--- src/rtl/tcp_retransmit_timer_control_assert.svh ---
// Assertion macros for the retransmission timer RTL.
`ifndef TCP_RETRANSMIT_TIMER_CONTROL_ASSERT_SVH
`define TCP_RETRANSMIT_TIMER_CONTROL_ASSERT_SVH

`ifndef SYNTH
`define TRTC_ASSERT_IMPLY(name, clk, rst, cond, prop) \
   name: assert property (@(posedge clk) disable iff (rst) (cond) |-> (prop)) \
      else $error("tcp_retransmit_timer_control: same-cycle check failed");
`define TRTC_ASSERT_NEXT(name, clk, rst, cond, prop) \
   name: assert property (@(posedge clk) disable iff (rst) (cond) |=> (prop)) \
      else $error("tcp_retransmit_timer_control: next-cycle check failed");
`else
`define TRTC_ASSERT_IMPLY(name, clk, rst, cond, prop)
`define TRTC_ASSERT_NEXT(name, clk, rst, cond, prop)
`endif

`endif

--- src/rtl/trtc_pkg.sv ---
// Types, constants and helpers for the TCP retransmission timer control block.
package trtc_pkg;

   localparam int TIME_WIDTH = 20;
   localparam int WIDE_WIDTH = TIME_WIDTH + 4;
   localparam int FLOOR_WIDTH = 16;
   localparam int CAP_WIDTH = 20;
   localparam int LIMIT_WIDTH = 3;
   localparam int COUNT_WIDTH = 3;
   localparam int ACK_WIDTH = 32;
   localparam int CMD_WIDTH = 2;
   localparam int CSR_INDEX_WIDTH = 2;
   localparam int CSR_DATA_WIDTH = 20;

   typedef logic [TIME_WIDTH-1:0]  time_type;
   typedef logic [WIDE_WIDTH-1:0]  wide_type;
   typedef logic [FLOOR_WIDTH-1:0] floor_type;
   typedef logic [CAP_WIDTH-1:0]   cap_type;
   typedef logic [LIMIT_WIDTH-1:0] limit_type;
   typedef logic [COUNT_WIDTH-1:0] count_type;
   typedef logic [ACK_WIDTH-1:0]   ack_type;
   typedef logic [CMD_WIDTH-1:0]   cmd_type;
   typedef logic [CSR_INDEX_WIDTH-1:0] csr_index_type;
   typedef logic [CSR_DATA_WIDTH-1:0]  csr_data_type;

   localparam cmd_type CMD_RTT_SAMPLE    = 2'd0;
   localparam cmd_type CMD_TIMEOUT_CHECK = 2'd1;
   localparam cmd_type CMD_ACK_ARRIVAL   = 2'd2;

   localparam csr_index_type CSR_RTO_FLOOR       = 2'd0;
   localparam csr_index_type CSR_RTO_BACKOFF_CAP = 2'd1;
   localparam csr_index_type CSR_DUP_ACK_LIMIT   = 2'd2;

   localparam floor_type RTO_FLOOR_RESET       = 16'd1024;
   localparam cap_type   RTO_BACKOFF_CAP_RESET = 20'd61440;
   localparam limit_type DUP_ACK_LIMIT_RESET   = 3'd3;
   localparam time_type  TIMEOUT_RESET         = time_type'(1024);
   localparam count_type DUP_MAX               = 3'd7;
   localparam time_type  TIME_MAX              = '1;

   typedef struct packed {
      cmd_type         command;
      logic [19:0]     rtt_sample;
      logic [19:0]     elapsed_time;
      ack_type         ack_number;
   } req_type;

   typedef struct packed {
      time_type        timeout_value;
      logic            retransmit_now;
      logic            fast_retransmit;
      count_type       duplicate_count;
   } rsp_type;

   // Step control handed from the top level to each state unit.
   typedef struct packed {
      logic            fire;
      cmd_type         command;
   } step_type;

   typedef struct packed {
      time_type        timeout;
      logic            retransmit;
   } rto_status_type;

   typedef struct packed {
      count_type       count;
      logic            fast;
   } dup_status_type;

   function automatic time_type sat_time(input wide_type value);
      time_type result;
      if (value > wide_type'(TIME_MAX)) begin
         result = TIME_MAX;
      end else begin
         result = value[TIME_WIDTH-1:0];
      end
      return result;
   endfunction

endpackage

--- src/rtl/trtc_rto_unit.sv ---
// Smoothed RTT, RTT variance and retransmission timeout state with its update logic.
module trtc_rto_unit (
   input  logic                    clock,
   input  logic                    reset,
   input  trtc_pkg::step_type      step,
   input  trtc_pkg::time_type      rtt,
   input  trtc_pkg::time_type      elapsed,
   input  trtc_pkg::floor_type     rto_floor,
   input  trtc_pkg::cap_type       backoff_cap,
   output trtc_pkg::rto_status_type status
);

   trtc_pkg::time_type srtt_ff, srtt_in;
   trtc_pkg::time_type rttvar_ff, rttvar_in;
   trtc_pkg::time_type timeout_ff, timeout_in;
   logic               seeded_ff, seeded_in;

   trtc_pkg::time_type diff;
   trtc_pkg::wide_type var_sum;
   trtc_pkg::wide_type srtt_sum;
   trtc_pkg::time_type srtt_upd;
   trtc_pkg::time_type var_upd;
   trtc_pkg::wide_type rto_sum;
   trtc_pkg::wide_type doubled;
   trtc_pkg::wide_type backoff;
   logic               expired;

   always_comb begin
      // Error term uses the smoothed RTT from before this sample.
      if (srtt_ff >= rtt) begin
         diff = srtt_ff - rtt;
      end else begin
         diff = rtt - srtt_ff;
      end
      var_sum  = trtc_pkg::wide_type'(rttvar_ff) + (trtc_pkg::wide_type'(rttvar_ff) << 1)
               + trtc_pkg::wide_type'(diff);
      srtt_sum = (trtc_pkg::wide_type'(srtt_ff) << 3) - trtc_pkg::wide_type'(srtt_ff)
               + trtc_pkg::wide_type'(rtt);
      if (seeded_ff) begin
         var_upd  = trtc_pkg::sat_time(var_sum >> 2);
         srtt_upd = trtc_pkg::sat_time(srtt_sum >> 3);
      end else begin
         var_upd  = rtt >> 1;
         srtt_upd = rtt;
      end
      rto_sum = trtc_pkg::wide_type'(srtt_upd) + (trtc_pkg::wide_type'(var_upd) << 2);
      if (rto_sum < trtc_pkg::wide_type'(rto_floor)) begin
         rto_sum = trtc_pkg::wide_type'(rto_floor);
      end

      expired = elapsed > timeout_ff;
      doubled = trtc_pkg::wide_type'(timeout_ff) << 1;
      if (doubled > trtc_pkg::wide_type'(backoff_cap)) begin
         backoff = trtc_pkg::wide_type'(backoff_cap);
      end else begin
         backoff = doubled;
      end
   end

   always_comb begin
      srtt_in    = srtt_ff;
      rttvar_in  = rttvar_ff;
      timeout_in = timeout_ff;
      seeded_in  = seeded_ff;
      status.retransmit = 1'b0;
      case (step.command)
         trtc_pkg::CMD_RTT_SAMPLE: begin
            srtt_in    = srtt_upd;
            rttvar_in  = var_upd;
            timeout_in = trtc_pkg::sat_time(rto_sum);
            seeded_in  = 1'b1;
         end
         trtc_pkg::CMD_TIMEOUT_CHECK: begin
            if (expired) begin
               timeout_in = trtc_pkg::sat_time(backoff);
               status.retransmit = 1'b1;
            end
         end
         default: begin
         end
      endcase
      status.timeout = timeout_in;
   end

   always_ff @(posedge clock) begin
      if (reset) begin
         srtt_ff    <= '0;
         rttvar_ff  <= '0;
         timeout_ff <= trtc_pkg::TIMEOUT_RESET;
         seeded_ff  <= 1'b0;
      end else if (step.fire) begin
         srtt_ff    <= srtt_in;
         rttvar_ff  <= rttvar_in;
         timeout_ff <= timeout_in;
         seeded_ff  <= seeded_in;
      end
   end

endmodule

--- src/rtl/trtc_dup_unit.sv ---
// Duplicate ACK counter with fast retransmit detection.
module trtc_dup_unit (
   input  logic                     clock,
   input  logic                     reset,
   input  trtc_pkg::step_type       step,
   input  trtc_pkg::ack_type        ack,
   input  trtc_pkg::limit_type      limit,
   output trtc_pkg::dup_status_type status
);

   trtc_pkg::ack_type   prev_ack_ff, prev_ack_in;
   trtc_pkg::count_type count_ff, count_in;
   trtc_pkg::count_type bumped;

   always_comb begin
      prev_ack_in = prev_ack_ff;
      count_in    = count_ff;
      bumped      = count_ff;
      status.fast = 1'b0;
      case (step.command)
         trtc_pkg::CMD_ACK_ARRIVAL: begin
            if (ack == prev_ack_ff) begin
               if (count_ff < trtc_pkg::DUP_MAX) begin
                  bumped = count_ff + trtc_pkg::count_type'(1);
               end
            end else begin
               prev_ack_in = ack;
               bumped      = '0;
            end
            // Reaching the limit fires once and starts the count over.
            if (bumped >= limit) begin
               status.fast = 1'b1;
               count_in    = '0;
            end else begin
               count_in    = bumped;
            end
         end
         default: begin
         end
      endcase
      status.count = count_in;
   end

   always_ff @(posedge clock) begin
      if (reset) begin
         prev_ack_ff <= '0;
         count_ff    <= '0;
      end else if (step.fire) begin
         prev_ack_ff <= prev_ack_in;
         count_ff    <= count_in;
      end
   end

endmodule

--- src/rtl/tcp_retransmit_timer_control.sv ---
// Top level of the TCP retransmission timer control block.
// Sender-side retransmission control for one TCP connection. Each request
// transaction carries one event: an RTT sample (updates smoothed RTT and
// variance and recomputes the timeout), a timeout check (flags a retransmit
// and doubles the timeout up to rto_backoff_cap when the oldest segment's
// age exceeds it) or a pure ACK (counts duplicates and flags fast retransmit
// at dup_ack_limit). Times are unsigned in 1/1024 second units. Every event
// gives exactly one response transaction. The block takes one transaction
// per cycle unless the response side stalls; an accepted request loads the
// input register, and the update logic's result then loads the response
// register, where it is valid. State updates are registered as each event
// fires, so consecutive events see each other's results with no bubbles.
// The register file must be written through the csr_ port only while no
// transaction is in flight; the block itself does not enforce this.
`include "tcp_retransmit_timer_control_assert.svh"

module tcp_retransmit_timer_control (
   input  logic                       clock,
   input  logic                       reset,
   input  logic                       req_valid,
   output logic                       req_ready,
   input  trtc_pkg::req_type          req_payload,
   output logic                       rsp_valid,
   input  logic                       rsp_ready,
   output trtc_pkg::rsp_type          rsp_payload,
   input  logic                       csr_write_enable,
   input  trtc_pkg::csr_index_type    csr_index,
   input  trtc_pkg::csr_data_type     csr_wdata
);

   logic                   in_valid_ff, in_valid_in;
   trtc_pkg::req_type      in_data_ff;
   logic                   out_valid_ff, out_valid_in;
   trtc_pkg::rsp_type      out_data_ff, out_data_in;
   trtc_pkg::floor_type    floor_ff;
   trtc_pkg::cap_type      cap_ff;
   trtc_pkg::limit_type    limit_ff;

   logic                   advance;
   trtc_pkg::step_type     step;
   trtc_pkg::time_type     rtt;
   trtc_pkg::time_type     elapsed;
   trtc_pkg::rto_status_type rto_status;
   trtc_pkg::dup_status_type dup_status;

   // The response register can load whenever it is empty or being drained.
   assign advance   = !out_valid_ff || rsp_ready;
   assign req_ready = !in_valid_ff || advance;
   assign rsp_valid   = out_valid_ff;
   assign rsp_payload = out_data_ff;

   assign step.fire    = in_valid_ff && advance;
   assign step.command = in_data_ff.command;
   assign rtt     = trtc_pkg::time_type'(in_data_ff.rtt_sample);
   assign elapsed = trtc_pkg::time_type'(in_data_ff.elapsed_time);

   trtc_rto_unit u_rto (
      .clock       (clock),
      .reset       (reset),
      .step        (step),
      .rtt         (rtt),
      .elapsed     (elapsed),
      .rto_floor   (floor_ff),
      .backoff_cap (cap_ff),
      .status      (rto_status)
   );

   trtc_dup_unit u_dup (
      .clock  (clock),
      .reset  (reset),
      .step   (step),
      .ack    (in_data_ff.ack_number),
      .limit  (limit_ff),
      .status (dup_status)
   );

   always_comb begin
      out_data_in.timeout_value   = rto_status.timeout;
      out_data_in.retransmit_now  = rto_status.retransmit;
      out_data_in.fast_retransmit = dup_status.fast;
      out_data_in.duplicate_count = dup_status.count;
      in_valid_in  = in_valid_ff;
      out_valid_in = out_valid_ff;
      if (req_ready) begin
         in_valid_in = req_valid;
      end
      if (advance) begin
         out_valid_in = in_valid_ff;
      end
   end

   always_ff @(posedge clock) begin
      if (reset) begin
         in_valid_ff  <= 1'b0;
         out_valid_ff <= 1'b0;
      end else begin
         in_valid_ff  <= in_valid_in;
         out_valid_ff <= out_valid_in;
      end
   end

   always_ff @(posedge clock) begin
      if (req_valid && req_ready) begin
         in_data_ff <= req_payload;
      end
      if (step.fire) begin
         out_data_ff <= out_data_in;
      end
   end

   always_ff @(posedge clock) begin
      if (reset) begin
         floor_ff <= trtc_pkg::RTO_FLOOR_RESET;
         cap_ff   <= trtc_pkg::RTO_BACKOFF_CAP_RESET;
         limit_ff <= trtc_pkg::DUP_ACK_LIMIT_RESET;
      end else if (csr_write_enable) begin
         case (csr_index)
            trtc_pkg::CSR_RTO_FLOOR: begin
               floor_ff <= csr_wdata[trtc_pkg::FLOOR_WIDTH-1:0];
            end
            trtc_pkg::CSR_RTO_BACKOFF_CAP: begin
               cap_ff <= csr_wdata[trtc_pkg::CAP_WIDTH-1:0];
            end
            trtc_pkg::CSR_DUP_ACK_LIMIT: begin
               limit_ff <= csr_wdata[trtc_pkg::LIMIT_WIDTH-1:0];
            end
            default: begin
            end
         endcase
      end
   end

   `TRTC_ASSERT_NEXT(a_accept_loads_input, clock, reset, req_valid && req_ready, in_valid_ff)
   `TRTC_ASSERT_NEXT(a_step_loads_response, clock, reset, step.fire, out_valid_ff)
   `TRTC_ASSERT_IMPLY(a_flags_exclusive, clock, reset, rsp_valid, !(rsp_payload.retransmit_now && rsp_payload.fast_retransmit))
   `TRTC_ASSERT_IMPLY(a_fast_clears_count, clock, reset, rsp_valid && rsp_payload.fast_retransmit, rsp_payload.duplicate_count == '0)
   `TRTC_ASSERT_IMPLY(a_backoff_within_cap, clock, reset, rsp_valid && rsp_payload.retransmit_now, rsp_payload.timeout_value <= cap_ff)

endmodule
--- config.mk ---
export PLATFORM = sky130hd
export DESIGN_NAME = tcp_retransmit_timer_control
export DESIGN_NICKNAME = d
export VERILOG_FILES = /design/src/rtl/trtc_pkg.sv /design/src/rtl/trtc_rto_unit.sv /design/src/rtl/trtc_dup_unit.sv /design/src/rtl/tcp_retransmit_timer_control.sv
export VERILOG_INCLUDE_DIRS = /design/src /design/src/rtl
export SDC_FILE = /design/constraint.sdc
export NUM_CORES = 1
export LEC_CHECK = 0
export BUFFER_PORTS_ARGS = -buffer_cell sky130_fd_sc_hd__clkbuf_2
export CAP_MARGIN = 15
export CORE_MARGIN = 2
export CORE_UTILIZATION = 54
export DETAILED_ROUTE_END_ITERATION = 16
export GPL_ROUTABILITY_DRIVEN = 0
export HOLD_SLACK_MARGIN = 0.06
export PLACE_DENSITY = 0.71
export SLEW_MARGIN = 25
export SYNTH_ARGS = -nofsm -noshare
export SYNTH_HDL_FRONTEND = slang
export SYNTH_SLANG_ARGS = --single-unit
--- constraint.sdc ---
create_clock -name clock -period 18.7 [get_ports clock]
set_input_delay 0.935 -clock clock [delete_from_list [all_inputs] [get_ports clock]]
set_output_delay 0.935 -clock clock [all_outputs]
set_load 0.02 [all_outputs]
# Yosys cells after proc, flatten, opt, wreduce, memory -nomap -nowiden

Cells that the tools add are included.

Flip-flop bits (word level): 236
Bits of input ports: 101
Output and inout port bits: 27
Word-level logic and storage cells: 74

Add/subtract/negate cells: 8
$lt $le $gt $ge: 10
Equal/unequal tests: 5
Multiplexer cells: 18
Bitwise logic cells: 1
Reduce and logical (&&, ||, !) cells: 13

Operator list:

| operator               | number |
|---|---|
| $mux W20               | 8 |
| $add A24 B20 Y24       | 2 |
| $gt A21 B20 Y1 const B | 2 |
| $pmux W20 S2           | 1 |
| $sub A20 B20 Y20       | 2 |
| $eq A32 B32 Y1         | 1 |
| $gt A24 B20 Y1 const B | 1 |
| $lt A24 B16 Y1         | 1 |
| $mux W24               | 1 |
| $sub A23 B20 Y24       | 1 |
| $add A20 B22 Y23       | 1 |
| $add A20 B21 Y22       | 1 |
| $gt A22 B20 Y1 const B | 1 |
| $gt A21 B20 Y1         | 1 |
| $mux W21               | 1 |
| $ge A20 B20 Y1         | 1 |
| $gt A20 B20 Y1         | 1 |
| $mux W3                | 5 |
| $reduce_and A2 Y1      | 4 |
| $eq A2 B1 Y1 const B   | 2 |
| $eq A2 B2 Y1 const B   | 2 |
| $logic_not A2 Y1       | 2 |
| $add A3 B1 Y3 const B  | 1 |
| $ge A3 B3 Y1           | 1 |
| 7 further kinds        | 11 |

# Depth between registers and ports, before layout

Gate-level depths: netlist of run 1.

Depth in word-level cells: 12
Gate-level depth with buffers: 46
Gate-level depth less buffers: 44

# Cells and area by module

From an unflattened synthesis of run 1, not the netlist that was laid out.

Cells, all modules: 1,922
Area, all modules: 17,499.3 µm²

Modules (own cells, without submodules):

| module                       | times used | cells an instance | area each (µm²) | sequential area each (µm²) |
|---|---|---|---|---|
| trtc_rto_unit                | 1          | 1,429             | 10,628.9        | 1,221.2 |
| tcp_retransmit_timer_control | 1          | 268               | 4,723.3         | 3,793.6 |
| trtc_dup_unit                | 1          | 225               | 2,147.1         | 700.7 |

# Worst setup path before layout of run 1

No wires, ideal clock.

Path kind: register to register
Start point: reg in_data_ff, in the netlist rtt[0]
End point: reg out_data_ff, in the netlist rsp_payload[19] (data pin)
Arrival: 8.249 ns
Required time: 18.438 ns
Slack: 10.189 ns
Cell stages (with the launch flop): 45
Path through: edfxtp_1 > ha_1 > inv_1 > fa_1 > a21o_1 > a21o_1 > nand2_1 > a2111oi_0 > o31ai_1 > a31oi_1 > a211oi_1 > o21ai_1 > buf_2 > mux2i_1 > xnor2_1 > ha_1 > a21oi_1 > a21oi_1 > [... 9 more ...] > fa_1 > a211oi_1 > o21a_1 > o31ai_1 > nand2_1 > nand2_1 > a21oi_1 > xnor2_1 > ha_1 > nand4_1 > nor2_1 > a21oi_1 > o211ai_1 > nor4_4 > inv_2 > o21ai_0 > a31oi_1 > or2_2

RTL lines:

| element                  | RTL line                            | RTL |
|---|---|---|
| start: declaration       | tcp_retransmit_timer_control.sv:32  | `trtc_pkg::req_type in_data_ff;` |
| start signal: assignment | tcp_retransmit_timer_control.sv:104 | `in_data_ff <= req_payload;` |
| end signal: assignment   | tcp_retransmit_timer_control.sv:107 | `out_data_ff <= out_data_in;` |
| end: declaration         | tcp_retransmit_timer_control.sv:34  | `trtc_pkg::rsp_type out_data_ff, out_data_in;` |

==> results of run 1 <==
power by group:
group	leakage [nW]	switching [W]	internal (W)
Sequential	2.07	0.0000183	0.000564
Combinational	5.40	0.000237	0.000160
Clock	0.479	0.000236	0.000349
synthesized netlist by cell type (all sizes together) (33+ instances only):
library cell | instances | area share [%]
edfxtp | 99 | 18
mux2i | 52 | 3.1
a22oi | 33 | 1.5
o21ai | 80 | 2.4
a21oi | 177 | 5.3
nor2 | 133 | 3.0
nand2 | 225 | 5.1
inv | 172 | 3.8
a21o | 59 | 2.6
dfxtp | 137 | 16
clkbuf | 57 | 1.3
ha | 177 | 13
xnor2 | 81 | 4.2
metrics by stage:
step / setup WS (ps) / util, % / power [W] / instances
floorplan: 10190 / - / 0.000878 / 1909
CTS: 8560 / 61.5 / 0.00157 / 2432
finish: 8340 / 61.6 / 0.00156 / 2434
global route: 7620 / 61.6 / 0.00163 / 2433
detailed placement: 8610 / 58.2 / 0.000980 / 2380
global placement: 8970 / 58.2 / 0.000972 / 2380
final timing paths:
path	from	to	slack (ps)	cells past startpoint
setup / recovery	rtt[0]$_DFFE_PP_	rsp_payload[19]$_DFFE_PP_	8340	43
hold / removal	cap_ff[10]$_SDFFE_PP0P_	cap_ff[10]$_SDFFE_PP0P_	460	2
setup reg to reg	rtt[0]$_DFFE_PP_	rsp_payload[19]$_DFFE_PP_	8340	43
hold reg to reg	cap_ff[10]$_SDFFE_PP0P_	cap_ff[10]$_SDFFE_PP0P_	460	2
critical path: cells and delay by family (launching register included):
kind | cells | cell delay (ps)
buffers and inverters | 3 | 600
DFF | 1 | 420
adders and majority gates | 6 | 1720
xor gates and xnor gates | 2 | 330
muxes | 1 | 270
AOI/OAI and AO/OA | 20 | 4710
and+or+nand+nor | 11 | 2020
cell type report:
class | count | area, um^2
Multi-Input combinational cell | 1437 | 10200
Timing Repair Buffer | 139 | 744
Clock buffer | 31 | 753
Sequential cell | 236 | 5720
Clock inverter | 21 | 254
Antenna cell | 1 | 2.50
Inverter | 173 | 649
Tap cell | 396 | 495
Fill cell | 2637 | 11700
placed cells by master (no fill, tap or decap), types with 6 or more instances in the layout:
cell type and count:
a211o_1 12, a211oi_1 20, a21o_1 58, a21oi_1 176
a221o_1 11, a22oi_1 33, a2bb2oi_1 15, a31oi_1 25
and2_1 13, and3_1 8, buf_4 11, clkbuf_16 29
clkbuf_2 126, clkinv_2 6, clkinvlp_4 6, dfxtp_1 137
edfxtp_1 99, fa_1 22, ha_1 177, inv_1 170
mux2i_1 52, nand2_1 224, nand2b_1 13, nand3_1 24
nand4_1 23, nor2_1 130, nor2b_1 11, nor3_1 26
o211ai_1 15, o21a_1 24, o21ai_0 74, o21bai_1 13
o22ai_1 6, o31ai_1 9, or2_2 12, or3_1 6
xnor2_1 81, xor2_1 28
cells by family after synthesis:
logic type | share of synthesized area [%]
compound gates | 21.6
xor+xnor | 5.68
simple gates | 14.4
mux | 3.23
flops | 34.0
fa+ha+maj | 15.8
buf+inv | 5.31
routing by layer:
layer  vias to the layer above  share of wire, %
li1                       7046                 -
met1                      6790                44
met2                       489                46
met3                        85               6.2
met4                         0               3.4
met5                         -                 0
registers in the layout, indices dropped and copies added (netlist names), 3 cells and up:
| register | flops |
|---|---|
| in_data_ff | 34 |
| u_dup.prev_ack_ff | 32 |
| rsp_payload | 25 |
| cap_ff | 20 |
| elapsed | 20 |
| rtt | 20 |
| u_rto.rttvar_ff | 20 |
| u_rto.srtt_ff | 20 |
| u_rto.timeout_ff | 20 |
| floor_ff | 16 |
| limit_ff | 3 |
| u_dup.count_ff | 3 |
==> summary.md, run 1 <==
| Metric | Value |
|---|---|
| Worst hold margin | `~460 ps` |
| Number of flops mapped to enable cells by yosys | `99` |
| Synth Area per Inst | `~8.8 um^2` |
| Reg clk slew, reported paths | `60 ps` |
| Worst Setup End Kind | `flip-flop` |
| Vias in the first global route | `13588` |
| Asr flop ratio synth | `0%` |
| DP Area | `17800 um^2` |
| Num CTS Buffers | `28` |
| Met3 Track Usage GR | `3.07%` |
| Die H | `around 180 um` |
| WL/cell | `18.2 um` |
| Status | `finished clean` |
| Gr usage total | `26.2%` |
| Setup bufs post-CTS | `0` |
| RSZ-0062 raised after global routing | `no` |
| Post-CTS sizing | `0` |
| Worst Hold Class | `reg2reg` |
| Pin count of the biggest net entering global routing | `95` |
| Final hold violations | `0` |
| Final Skew | `14.2 ps` |
| Cell area after layout | `18800 um^2` |
| Final setup TNS | `0 ps` |
| Final Cycle Share | `55.4%` |
| Final Critical Period | `a little over 10000 ps` |
| GRT busiest layer | `met2` |
| IO Pins | `approximately 130` |
| Fmax | `96.6 MHz` |
| Library cells used by synthesis | `79` |
| Sequential area share after synthesis | `34.0%` |
| Req. time, crit path | `19010 ps` |
| Post-synthesis net count | `2209` |
| Most numerous cell on the critical path | `nand2_1` |
| Die width | `between 150 and 200 um` |
| Worst slew pin tran | `1070 ps` |
| Crit-path max FO | `16` |
| GR Layer Usage met2 | `42.6%` |
| Yosys warns | `0` |
| Starting Density | `54.9%` |
| DRT antenna net count | `0` |
| 1st-pass router iterations | `5` |
| Power Density | `slightly above 80 nW/um^2` |
| Leak | `just under 8 nW` |
| DRC violations left | `0` |
| Total die area | `32600 um^2` |
| Share of cells above drive strength 1 | `11.6%` |
| Clock Latency Late Sink | `560 ps` |
| Max Slew Vio Count | `0` |
| Crit-path max cell delay | `780 ps` |
| Wirelength, routed | `44.2 mm` |
| Seq cells post-synth | `236` |
| Crit start category | `flip-flop` |
| Initial antenna violation count | `0` |
| Rows | `64` |
| Crit Path Category | `reg2reg` |
| Initial DRC count | `1305` |
| Clk buf depth | `3` |
| CORE AREA | `30600 um^2` |
| Final HPWL DP | `between 30 and 40 mm` |
| Normalized max-slew margin | `28.5%` |
| Worst EP arrival | `between 10000 and 15000 ps` |
| CTS tree | `built` |
| H-tree depth | `1` |
| Synthesized area | `16800 um^2` |
| Max Cap Violations | `0` |
| Routed vias/inst | `5.92` |
| Layout area overhead | `12.1%` |
| Top_reg_cell synth | `dfxtp_1` |
| Final Setup Violations | `0` |
| IO Port Bufs | `about 130` |
| Slowest-stage cell, CP | `a2111oi_0` |
| Maximum VDD drop | `77.2 uV` |
| First-pass GRT wire length | `about 70 mm` |
| Cells after synthesis | `1909` |
| Overflow after GRT | `0` |
| # nets final | `2315` |
| Clock tree root buffer cell | `clkbuf_16` |
| GR met1 Demand/Resource | `36.2%` |
| Clk sinks | `236` |
| Via count | `14410` |
| Hold Buf Count CTS | `0` |
(Power assumes the default switching activity.)
==> run 2: changes to the inputs <==
clock period = 10.4 ns   (was 18.7 ns; I/O delays follow)
==> summary.md, run 2 (synthesis results as in run 1) <==
| Metric | Value |
|---|---|
| Worst EP arrival | `9800 ps` |
| Final hold violations | `0` |
| CORE AREA | `30600 um^2` |
| Fmax | `105 MHz` |
| Max Cap Violations | `0` |
| Layout area overhead | `12.0%` |
| CTS tree | `built` |
| Num CTS Buffers | `27` |
| Worst slew pin tran | `around 1000 ps` |
| Initial antenna violation count | `0` |
| WL/cell | `18.0 um` |
| First-pass GRT wire length | `around 69 mm` |
| Final Setup Violations | `0` |
| Top flop regs | `in_data_ff (34), u_dup.prev_ack_ff (32), rsp_payload (25)` |
| Power Density | `between 100 and 150 nW/um^2` |
| IO Pins | `128` |
| RSZ-0062 raised after global routing | `no` |
| Worst Hold Class | `in2reg` |
| Final core utilization | `61.6%` |
| Clock Latency Late Sink | `between 500 and 600 ps` |
| Fillcell total | `about 2700` |
| Sw power | `0.000867 W` |
| Crit-path max cell delay | `630 ps` |
| Share of cells above drive strength 1 | `between 10% and 20%` |
| Worst Setup End Kind | `flip-flop` |
| Final setup TNS | `0 ps` |
| Via count | `14341` |
| IO Port Bufs | `127` |
| 1st-pass router iterations | `5` |
| Clock tree root buffer cell | `clkbuf_16` |
| Status | `finished clean` |
| Clk buf depth | `3` |
| Gr usage total | `25.8%` |
| Pin count of the biggest net entering global routing | `79` |
| Max Slew Vio Count | `0` |
| Switching share of total power | `31.3%` |
| Req. time, crit path | `10690 ps` |
| Leak | `7.97 nW` |
| Pint | `0.00190 W` |
| Total die area | `32600 um^2` |
| Maximum VDD drop | `154 uV` |
| Top reg by flops | `in_data_ff` |
| Rows | `64` |
| Commonest non-fill, non-tap cell in the layout | `nand2_1` |
| Most numerous cell on the critical path | `nand2_1` |
| DP Area | `17800 um^2` |
| Crit start category | `flip-flop` |
| Final HPWL DP | `33.0 mm` |
| Largest register FFs | `34` |
| Seq pwr share | `37.8%` |
| Initial DRC count | `1246` |
| Wirelength, routed | `43.8 mm` |
| Clk sinks | `236` |
| Final Skew | `between 10 and 15 ps` |
| Share of total power in combinational logic | `25.8%` |
| H-tree depth | `1` |
| Routed vias/inst | `5.88` |
| Part of the power in the clock network | `36.4%` |
| Final Critical Period | `between 9000 and 10000 ps` |
| Min-Delay Path Depth | `1` |
| Most frequent cells in the layout | `224 x nand2_1, 177 x ha_1, 176 x a21oi_1` |
| Placed cell count | `2384` |
| DRC violations left | `0` |
| Area occupied by multi-input gates | `10200 um^2` |
| Worst reg-to-reg path cell count | `43` |
| Normalized max-slew margin | `30.5%` |
| Crit-path max FO | `13` |
| Starting Density | `54.9%` |
| Post-route non-filler standard cell count | `2437` |
| Diode count | `0` |
| # nets final | `2320` |
| Cell area after layout | `between 15000 and 20000 um^2` |
| Total power draw | `0.00277 W` |
| Die H | `between 150 and 200 um` |
| Die width | `180 um` |
| Vias in the first global route | `between 10000 and 15000` |
| Slowest-stage cell, CP | `a2111oi_1` |
| Register Area | `roughly 5700 um^2` |
| DRT antenna net count | `0` |
| Final Cycle Share | `91.4%` |
| Crit Path Category | `reg2reg` |
| Overflow after GRT | `0` |
| Reg clk slew, reported paths | `60 ps` |
[run 2: cell types whose count changed in the layout (fill, tap and decap cells not counted), moves of 2 or more]
cell and change:
clkinvlp_4 -3, inv_4 +2, buf_4 +7, clkinv_8 -2
[run 2: critical path: cells and delay by family (launching register included)]
family          cells  cell delay (ps)
compound gates     23             4790
fa+ha+maj           5             1740
simple gates       10             1420
buf+inv             3              600
flops               1              360
xor+xnor            2              340
[run 2: final timing paths]
path | start | end | slack (ps)
setup reg to reg | rtt[2]$_DFFE_PP_ | rsp_payload[15]$_DFFE_PP_ | 890
hold reg to reg | cap_ff[11]$_SDFFE_PP0P_ | cap_ff[11]$_SDFFE_PP0P_ | 460
setup / recovery | rtt[2]$_DFFE_PP_ | rsp_payload[15]$_DFFE_PP_ | 890
hold / removal | req_payload[46] | elapsed[14]$_DFFE_PP_ | 150
[run 2: cell type report]
cell class                 instances  area share [%]
multi-input combinational       1437            54.4
tap                              396            2.63
timing repair buffer             145            4.17
sequential                       236            30.4
clock buffer                      31            4.00
inverter                         173            3.45
clock inverter                    19            1.03
[run 2: timing repair]
item                       4_1_cts  5_1_grt
hold buffers                     0        0
buffers inserted                 0        2
setup endpoints to repair        0       32
gates resized for setup          0        2
[run 2: per-stage QoR]
stage / hold slack (ps) / worst slack, ps
3_5_place_dp: 448 / 682
5_1_grt: 124 / 54.5
3_3_place_gp: 443 / 967
2_1_floorplan: 436 / 1890
6_report: 145 / 892
4_1_cts: 119 / 619
[run 2: routing by layer]
layer / vias up / wire length, um / part of all wire, % / global-route usage (%)
met5: - / 0 / 0 / 0
met4: 0 / 1570 / 3.6 / 9.29
met3: 90 / 2670 / 6.1 / 3.60
met2: 492 / 20100 / 46 / 42.0
met1: 6722 / 19500 / 44 / 35.1
li1: 7037 / - / - / -
[run 2: power groups by stage]
stage | Sequential (W) | Clock, W | Combinational, W
6_report | 0.00105 | 0.00101 | 0.000713
5_1_grt | 0.00105 | 0.00106 | 0.000787
4_1_cts | 0.00105 | 0.00103 | 0.000703
3_5_place_dp | 0.00107 | 0 | 0.000699
3_3_place_gp | 0.00106 | 0 | 0.000683
2_1_floorplan | 0.00106 | 0 | 0.000516
==> run 3: changes to the inputs <==
MAX_ROUTING_LAYER = met4   (was not set)
==> summary.md, run 3 (synthesis results as in run 1) <==
| Metric | Value |
|---|---|
| 1st-pass router iterations | `6` |
| Final hold violations | `0` |
| Switching share of total power | `31.3%` |
| Initial DRC count | `1210` |
| Maximum VDD drop | `153 uV` |
| Fmax | `~100 MHz` |
| Part of the power in the clock network | `36.4%` |
| Final Cycle Share | `91.7%` |
| Worst slew pin tran | `1040 ps` |
| Top flop regs | `in_data_ff (34), u_dup.prev_ack_ff (32), rsp_payload (25)` |
| Crit Path Category | `reg2reg` |
| Placed cell count | `approximately 2400` |
| Post-route non-filler standard cell count | `2437` |
| Rows | `64` |
| Crit-path max FO | `13` |
| Final HPWL DP | `between 30 and 40 mm` |
| Leak | `7.97 nW` |
| Share of cells above drive strength 1 | `about an eighth` |
| CTS tree | `built` |
| Met3 WL | `2.60 mm` |
| Clock tree root buffer cell | `clkbuf_16` |
| Final setup TNS | `0 ps` |
| DR top layer | `met4` |
| CORE AREA | `30600 um^2` |
| Starting Density | `54.9%` |
| Wirelength, routed | `approximately 44 mm` |
| Clk sinks | `approximately 240` |
| Crit-path max cell delay | `650 ps` |
| # nets final | `~2300` |
| Final Skew | `11.6 ps` |
| Overflow after GRT | `0` |
| Most frequent cells in the layout | `224 x nand2_1, 177 x ha_1, 176 x a21oi_1` |
| R2R Path Start | `rtt[2]$_DFFE_PP_` |
| WL/cell | `17.9 um` |
| First-pass GRT wire length | `68.9 mm` |
| Cell area after layout | `18800 um^2` |
| Metal2 WL | `~20 mm` |
| Pin count of the biggest net entering global routing | `79` |
| Most numerous cell on the critical path | `nand2_1` |
| Crit start category | `flip-flop` |
| DRC violations left | `0` |
| Normalized max-slew margin | `30.4%` |
| IO Port Bufs | `about 130` |
| Worst reg-to-reg path cell count | `43` |
| DP Area | `17800 um^2` |
| Worst EP arrival | `9830 ps` |
| Total die area | `32600 um^2` |
| Clk buf depth | `3` |
| IO Pins | `128` |
| Via count | `14372` |
| Diode count | `0` |
| Initial antenna violation count | `0` |
| Top reg by flops | `in_data_ff` |
| Clock Latency Late Sink | `550 ps` |
| Pint | `0.00190 W` |
| Routed vias/inst | `5.90` |
| Min-Delay Path Depth | `1` |
| Gr usage total | `between 20% and 30%` |
| Final core utilization | `61.6%` |
| Die H | `between 150 and 200 um` |
| Layout area overhead | `12.0%` |
| Req. time, crit path | `10690 ps` |
| Slowest-stage cell, CP | `a2111oi_1` |
| Sw power | `0.000867 W` |
| FF-to-FF End | `rsp_payload[15]$_DFFE_PP_` |
| Final Critical Period | `9540 ps` |
| Vias in the first global route | `about 13000` |
| Max Slew Vio Count | `0` |
| H-tree depth | `1` |
| Reg clk slew, reported paths | `approximately 70 ps` |
| Worst Setup End Kind | `flip-flop` |
| Commonest non-fill, non-tap cell in the layout | `nand2_1` |
| Hold_sp | `req_payload[44]` |
| Status | `finished clean` |
| DRT antenna net count | `0` |
| Final Setup Violations | `0` |
| RSZ-0062 raised after global routing | `no` |
| Share of total power in combinational logic | `25.8%` |
| Hold Path Sink | `elapsed[12]$_DFFE_PP_` |
| Max Cap Violations | `0` |
| M1 WL | `19.5 mm` |
| R2r setup slk | `roughly 860 ps` |
| Num CTS Buffers | `27` |
| Power Density | `147 nW/um^2` |
| Seq pwr share | `37.8%` |
| Worst Hold Class | `in2reg` |
| Die width | `180 um` |
| Largest register FFs | `34` |
==> run 3: repair_timing <==
action | in CTS | in global routing
hold buffers | 0 | 0
buffers inserted | 0 | 2
resized for setup | 0 | 2
setup endpoints to repair | 0 | 32
==> run 3: layer usage <==
metal / global-route usage [%] / up-vias
li1: - / 7039
met1: 35.2 / 6736
met2: 41.9 / 495
met3: 3.52 / 102
met4: 9.29 / 0
met5: - / -
==> run 3: cell type report <==
cell class              instances  area [um^2]
clock buffers                  31          753
clock inverters                19          194
well taps                     396          495
repair buffers                145          786
inverters                     173          649
fillers                      2679        11800
multi-input cells            1437        10200
flip-flops and latches        236         5720
==> run 3: worst max path at each step <==
stage	endpoint	from	slack (ps)	cells past startpoint
after global routing	rsp_payload[10]$_DFFE_PP_	rtt[2]$_DFFE_PP_	50	43
after CTS	rsp_payload[19]$_DFFE_PP_	rtt[2]$_DFFE_PP_	620	41
after detailed placement	rsp_payload[19]$_DFFE_PP_	rtt[2]$_DFFE_PP_	680	41
after global placement	rsp_payload[19]$_DFFE_PP_	rtt[0]$_DFFE_PP_	970	44
after floorplan	rsp_payload[19]$_DFFE_PP_	rtt[0]$_DFFE_PP_	1890	44
final	rsp_payload[15]$_DFFE_PP_	rtt[2]$_DFFE_PP_	860	43
==> run 3: critical path: cells and delay by family, from the launching register on <==
family	cells	cell delay (ps)
DFF	1	360
and+or+nand+nor	10	1420
AOI/OAI and AO/OA	23	4830
adders and majority gates	5	1740
buffers and inverters	3	600
xor gates and xnor gates	2	340
==> run 3: power by group through the flow <==
stage / logic, W / clock network (W) / registers, W
3_5_place_dp: 0.000699 / 0 / 0.00107
4_1_cts: 0.000703 / 0.00103 / 0.00105
6_report: 0.000713 / 0.00101 / 0.00105
5_1_grt: 0.000787 / 0.00106 / 0.00105
2_1_floorplan: 0.000516 / 0 / 0.00106
3_3_place_gp: 0.000683 / 0 / 0.00106
==> run 3: through the flow <==
stage	worst slack, ps	hold slack [ps]	total power (W)
after global routing	50.3	124	0.00290
after floorplan	1890	436	0.00158
after detailed placement	682	448	0.00176
after global placement	967	443	0.00175
final	860	143	0.00277
after CTS	619	119	0.00278
